===== src/rtl/core/epq_pkg.sv =====
`timescale 1ns / 1ps

package epq_pkg;

  localparam int unsigned QUEUE_DEPTH = 16;
  localparam int unsigned CNT_W       = $clog2(QUEUE_DEPTH + 1);
  localparam int unsigned COUNT_OUT_W = 5;

  localparam logic [1:0] ST_INSERTED  = 2'd0;
  localparam logic [1:0] ST_ZERO_PID  = 2'd1;
  localparam logic [1:0] ST_FULL      = 2'd2;

  localparam logic KIND_ARRIVAL   = 1'b0;
  localparam logic KIND_TERMINATE = 1'b1;

  typedef struct packed {
    logic [31:0] ev_time;
    logic        ev_kind;
    logic [31:0] ev_pid;
  } entry_t;

  // per-cell control from the top level
  typedef struct packed {
    logic ins_en;
    logic occupied;
    logic at_tail;
    logic shift;
  } cell_ctrl_t;

endpackage


===== src/rtl/core/event_priority_queue_insert.sv =====
`timescale 1ns / 1ps
// Sorted event store built as a row of QUEUE_DEPTH cells. Each transfer offers one
// event; it is placed behind every stored event with an earlier time, terminates
// ahead of arrivals at equal time, equal events in arrival order. Every cell
// compares its own entry with the new event in parallel and either keeps it, takes
// its left neighbour's entry or loads the new event, so one event can be accepted
// every cycle. The result (status, head event and count after the insert)
// appears in the output register the cycle after the transfer; input is stalled
// only while that register holds a result that is itself stalled. Zero process
// ids and inserts into a full store leave the store unchanged.
module event_priority_queue_insert (
  input  logic        clk_i,
  input  logic        rst_ni,
  input  logic        in_valid_i,
  output logic        in_stall_o,
  input  logic [31:0] event_time_i,
  input  logic        event_kind_i,
  input  logic [31:0] process_id_i,
  output logic        out_valid_o,
  input  logic        out_stall_i,
  output logic [1:0]  status_o,
  output logic [31:0] head_time_o,
  output logic        head_kind_o,
  output logic [31:0] head_process_o,
  output logic [4:0]  entry_count_o
);
  import epq_pkg::*;

  logic [CNT_W-1:0] count_q, count_d;
  logic             out_valid_q;
  logic [1:0]       status_q, status_d;
  entry_t           head_q, head_d;

  logic             accept;
  logic             ok_insert;
  entry_t           new_entry;
  entry_t           cell_entry [QUEUE_DEPTH];
  logic             cell_before [QUEUE_DEPTH];

  assign in_stall_o = out_valid_q && out_stall_i;
  assign accept     = in_valid_i && !in_stall_o;
  assign new_entry  = '{ev_time: event_time_i, ev_kind: event_kind_i, ev_pid: process_id_i};

  assign ok_insert  = accept && (process_id_i != '0) &&
                      (count_q < CNT_W'(QUEUE_DEPTH));

  for (genvar i = 0; i < QUEUE_DEPTH; i++) begin : g_cell
    cell_ctrl_t ctrl;
    entry_t     left_entry;

    assign ctrl.ins_en   = ok_insert;
    assign ctrl.occupied = CNT_W'(i) < count_q;
    assign ctrl.at_tail  = CNT_W'(i) == count_q;
    if (i == 0) begin : g_first
      assign ctrl.shift = 1'b0;
      assign left_entry = '0;
    end else begin : g_rest
      // once the new event lands to the left, everything from here moves up
      assign ctrl.shift = cell_before[i-1];
      assign left_entry = cell_entry[i-1];
    end

    epq_cell u_cell (
      .clk_i        (clk_i),
      .ctrl_i       (ctrl),
      .left_entry_i (left_entry),
      .new_entry_i  (new_entry),
      .before_o     (cell_before[i]),
      .entry_o      (cell_entry[i])
    );
  end

  always_comb begin
    count_d  = count_q;
    status_d = ST_INSERTED;
    head_d   = '0;
    if (process_id_i == '0) begin
      status_d = ST_ZERO_PID;
    end else if (!ok_insert) begin
      status_d = ST_FULL;
    end
    if (ok_insert) begin
      count_d = count_q + CNT_W'(1);
      if (cell_before[0] || (count_q == '0)) begin
        head_d = new_entry;
      end else begin
        head_d = cell_entry[0];
      end
    end else if (count_q != '0) begin
      head_d = cell_entry[0];
    end
  end

  always_ff @(posedge clk_i or negedge rst_ni) begin
    if (!rst_ni) begin
      count_q     <= '0;
      out_valid_q <= 1'b0;
    end else begin
      if (accept) begin
        count_q     <= count_d;
        out_valid_q <= 1'b1;
      end else if (!out_stall_i) begin
        out_valid_q <= 1'b0;
      end
    end
  end

  always_ff @(posedge clk_i) begin
    if (accept) begin
      status_q <= status_d;
      head_q   <= head_d;
    end
  end

  assign out_valid_o    = out_valid_q;
  assign status_o       = status_q;
  assign head_time_o    = head_q.ev_time;
  assign head_kind_o    = head_q.ev_kind;
  assign head_process_o = head_q.ev_pid;
  assign entry_count_o  = COUNT_OUT_W'(count_q);

endmodule


===== src/rtl/core/epq_cell.sv =====
`timescale 1ns / 1ps

module epq_cell (
  input  logic               clk_i,
  input  epq_pkg::cell_ctrl_t ctrl_i,
  input  epq_pkg::entry_t    left_entry_i,
  input  epq_pkg::entry_t    new_entry_i,
  output logic               before_o,
  output epq_pkg::entry_t    entry_o
);
  import epq_pkg::*;

  entry_t slot_q;
  entry_t slot_d;
  logic   later_time;
  logic   term_over_arr;

  // new event goes ahead of this slot on a later stored time, or on equal time
  // when a terminate meets a stored arrival
  assign later_time    = slot_q.ev_time > new_entry_i.ev_time;
  assign term_over_arr = (slot_q.ev_time == new_entry_i.ev_time) &&
                         (new_entry_i.ev_kind == KIND_TERMINATE) &&
                         (slot_q.ev_kind == KIND_ARRIVAL);
  assign before_o      = ctrl_i.occupied && (later_time || term_over_arr);

  always_comb begin
    slot_d = slot_q;
    if (ctrl_i.ins_en) begin
      if (ctrl_i.shift) begin
        slot_d = left_entry_i;
      end else if (before_o || ctrl_i.at_tail) begin
        slot_d = new_entry_i;
      end
    end
  end

  always_ff @(posedge clk_i) begin
    slot_q <= slot_d;
  end

  assign entry_o = slot_q;

endmodule


===== config.mk =====
export PLATFORM = sky130hd
export DESIGN_NAME = event_priority_queue_insert
export DESIGN_NICKNAME = d
export VERILOG_FILES = /design/src/rtl/core/epq_pkg.sv /design/src/rtl/core/event_priority_queue_insert.sv /design/src/rtl/core/epq_cell.sv
export SDC_FILE = /design/constraint.sdc
export NUM_CORES = 1
export LEC_CHECK = 0
export ABC_AREA = 1
export BUFFER_PORTS_ARGS = -buffer_cell sky130_fd_sc_hd__buf_4
export CAP_MARGIN = 25
export CELL_PAD_IN_SITES_DETAIL_PLACEMENT = 1
export CELL_PAD_IN_SITES_GLOBAL_PLACEMENT = 1
export CORE_MARGIN = 2
export CORE_UTILIZATION = 38
export CTS_CLUSTER_SIZE = 25
export DETAILED_ROUTE_END_ITERATION = 6
export GPL_TIMING_DRIVEN = 1
export PLACE_DENSITY_LB_ADDON = 0.25
export SLEW_MARGIN = 20
export SYNTH_ARGS = -nofsm -noshare
export SYNTH_HDL_FRONTEND = slang
export SYNTH_SLANG_ARGS = --single-unit

===== constraint.sdc =====
create_clock -name clk_i -period 4 [get_ports clk_i]
set_clock_uncertainty 0.2 [all_clocks]
set_input_delay 0.6 -clock clk_i [delete_from_list [all_inputs] [get_ports clk_i]]
set_output_delay 0.6 -clock clk_i [all_outputs]
set_load 0.01 [all_outputs]

==> run metrics <==
status finished clean; Final ANT Viol Nets 0; measured slew at the worst slew-check pin 891 ps; worst slack, placed 694 ps; post-synthesis area per instance 9.47 um^2; die extent in x 141 um; Yosys top cell by area edfxtp_1; Yosys reg bits 138; reg-to-reg critical path endpoint head_process_o[23]; DRC viols 0; Synth warnings 0; number of flops mapped to enable cells by yosys 132; DRT iter0 DRCs 257; IO Port Bufs 142; worst r2r src g_cell[0].u_cell.entry_o[64]; crit share post-route 75.3%; nets@finish 985; Buf/Inv on CP 1; commonest non-fill, non-tap cell in the layout nand2_1; Global Route Usage Sum 19.1%; share of layout cells above drive strength 1 23.1%; Register Area 0.00411 mm^2; initial antenna violation count 0; critical path type reg2reg; max incr delay on CP 620 ps; Initial Util 38.5%; TritonCTS Sinks 138; Cells after DPL 1096; # diodes 0; dpl cell area 0.00836 mm^2; Worst Setup End Kind flop; synthesized cell area 0.00715 mm^2; final hold vios 0; synth unique cells 26; Crit path top cell by count nand2_1; sequential-to-total area share from yosys stat 57.5%; Post-CTS Setup Inserts 0; Tmin final 3010 ps; Worst Path Max Fanout 65; post-route insts no fill 1129; crit path max-delay cell type buf_4; CTS tree done; Hold Path Class in2reg; Leak 4.10 nW; top post-synthesis cells by area edfxtp_1, nand2_1, nand3_1, ha_1, inv_1; setup repair after global routing missed its margin false; commonest register cell after synthesis edfxtp_1; Cells after Synth 755; largest net degree at the start of global routing 103; Startpoint Class flop; die height 141 um; most frequent cells in the layout nand2_1, buf_4, nand3_1; Vias/cell 5.05; Hold Crit Start out_stall_i; gpl congestion 0.741; Worst Hold Slack 198 ps; crit-path cells ha_1 -> nand2_1 -> nor2_2 -> nand2_1 -> nor2_1 -> nand3b_1 -> nand2_1 -> nand2_1 -> nand2_2 -> buf_4 -> nand3_1 -> nand2_1 -> nand2_1 -> nand2_1; MaxCap Viol Count 0; Post-DP HPWL 11.9 mm; max frequency 332 MHz; core box area 0.0186 mm^2; clock-pin slew on the worst setup and hold paths 60 ps; H-Tree Depth 4; drt pass-1 iters 4; final setup margin 987 ps; clock latency at the later pin of the worst-skew pair 420 ps; GRT Residual Overflow 0; Mapped Nets 858; hold path cells 3; total vias in the final route 5696; vias in the first global route 5916; Layout area overhead 25.1%; Root Buffer clkbuf_16; setup TNS 0 ps; I/O pin total 143; clock buffer depth 2; relative slew slack 40.6%; top cell type's share of synthesized area 55.4%; Max IR drop VDD 276 uV; fin. max-slew vios 0; final instance area 0.00894 mm^2; CTS Buf Count 17; Die ar. 0.0199 mm^2; Hold Path Sink out_valid_o; fillers 2150; critical path's top delay family simple AND/OR/NAND/NOR gates; Synth async-reset ratio 4.35%; Power per Cell Area 387 mW/mm^2; Cell Rows 50; R2R Setup Slk 990 ps; Worst Path Required 4080 ps; DR WL/cell 16.3 um; R2R cell count 14; area of the multi-input gates 0.00262 mm^2; first-pass GRT wire length 30.0 mm; Critical Path AT 3100 ps; final setup vio count 0; CP Launch Point g_cell[0].u_cell.entry_o[64]; final wirelength 18.4 mm
through the flow:
stage	total power [mW]	utilization, %
detailed placement	1.93	45.0
global route	3.59	48.1
CTS	3.50	48.1
floorplan	1.80	-
finish	3.47	48.1
global placement	1.93	45.0
power breakdown:
part / internal, mW / switching (mW)
clock network: 0.918 / 0.649
logic: 0.120 / 0.161
registers: 1.61 / 0.00853
worst reg2reg max path: cells and delay by family, from the launching register on:
family / cells / cell delay (ps)
adder cells (fa/ha/maj): 1 / 320
flip-flops: 1 / 410
buffers and inverters: 1 / 620
AND/OR/NAND/NOR: 12 / 1330
final cells by class:
class,count,share of cell area (%)
clock buffers,17,4.76
well taps,234,3.27
flip-flops and latches,138,46.0
inverters,47,2.00
repair buffers,150,13.0
clock inverters,15,1.68
multi-input cells,528,29.3
state kept, by name (all words and copies together), names as in the netlist:
name / cells
entry_count_o: 5
g_cell.u_cell.entry_o: 65
head_kind_o: 1
head_process_o: 32
head_time_o: 32
out_valid_o: 1
status_o: 2
layer usage:
metal	part of all wire, %	vias up	wire, um	GRT usage (%)
met5	0	-	0	0
met4	1.1	0	210	4.84
met3	4.3	19	785	4.48
met2	49	114	8980	32.3
met1	46	2757	8440	24.6
li1	-	2806	-	-
cell usage after synthesis, types with 2 or more instances:
| library cell | instances |
|---|---|
| ha_1 | 34 |
| dfrtp_1 | 6 |
| inv_1 | 46 |
| xor2_1 | 2 |
| buf_12 | 4 |
| nor4_1 | 8 |
| edfxtp_1 | 132 |
| nand2_1 | 282 |
| buf_6 | 2 |
| a21oi_1 | 13 |
| o21ai_0 | 4 |
| nor2_2 | 2 |
| nor3_1 | 2 |
| buf_2 | 12 |
| nand3_1 | 135 |
| buf_1 | 5 |
| nand4_1 | 5 |
| nand2_2 | 23 |
| nand3b_1 | 2 |
| nor2_1 | 13 |
| clkbuf_1 | 18 |
kinds of logic (layout without fill, tap and decap cells):
family | after synthesis | after routing | synth area share, %
simple gates | 472 | 472 | 28.6
flops | 138 | 138 | 57.5
buf+inv | 89 | 229 | 6.16
fa+ha+maj | 34 | 34 | 5.95
compound gates | 19 | 19 | 1.40
xor+xnor | 3 | 3 | 0.367
how the worst max path moves through the flow:
stage	cells after the start	end	slack [ps]
finish	14	head_process_o[23]	990
CTS	17	head_process_o[18]	980
global placement	19	head_time_o[27]	730
detailed placement	19	head_process_o[18]	690
floorplan	3	head_kind_o	870
global route	14	head_time_o[2]	650
repair_timing:
item	in CTS	in global routing
hold buffers	1	0
hold endpoints to repair	6	0
resized for setup	0	0
(Power assumes the default switching activity.)
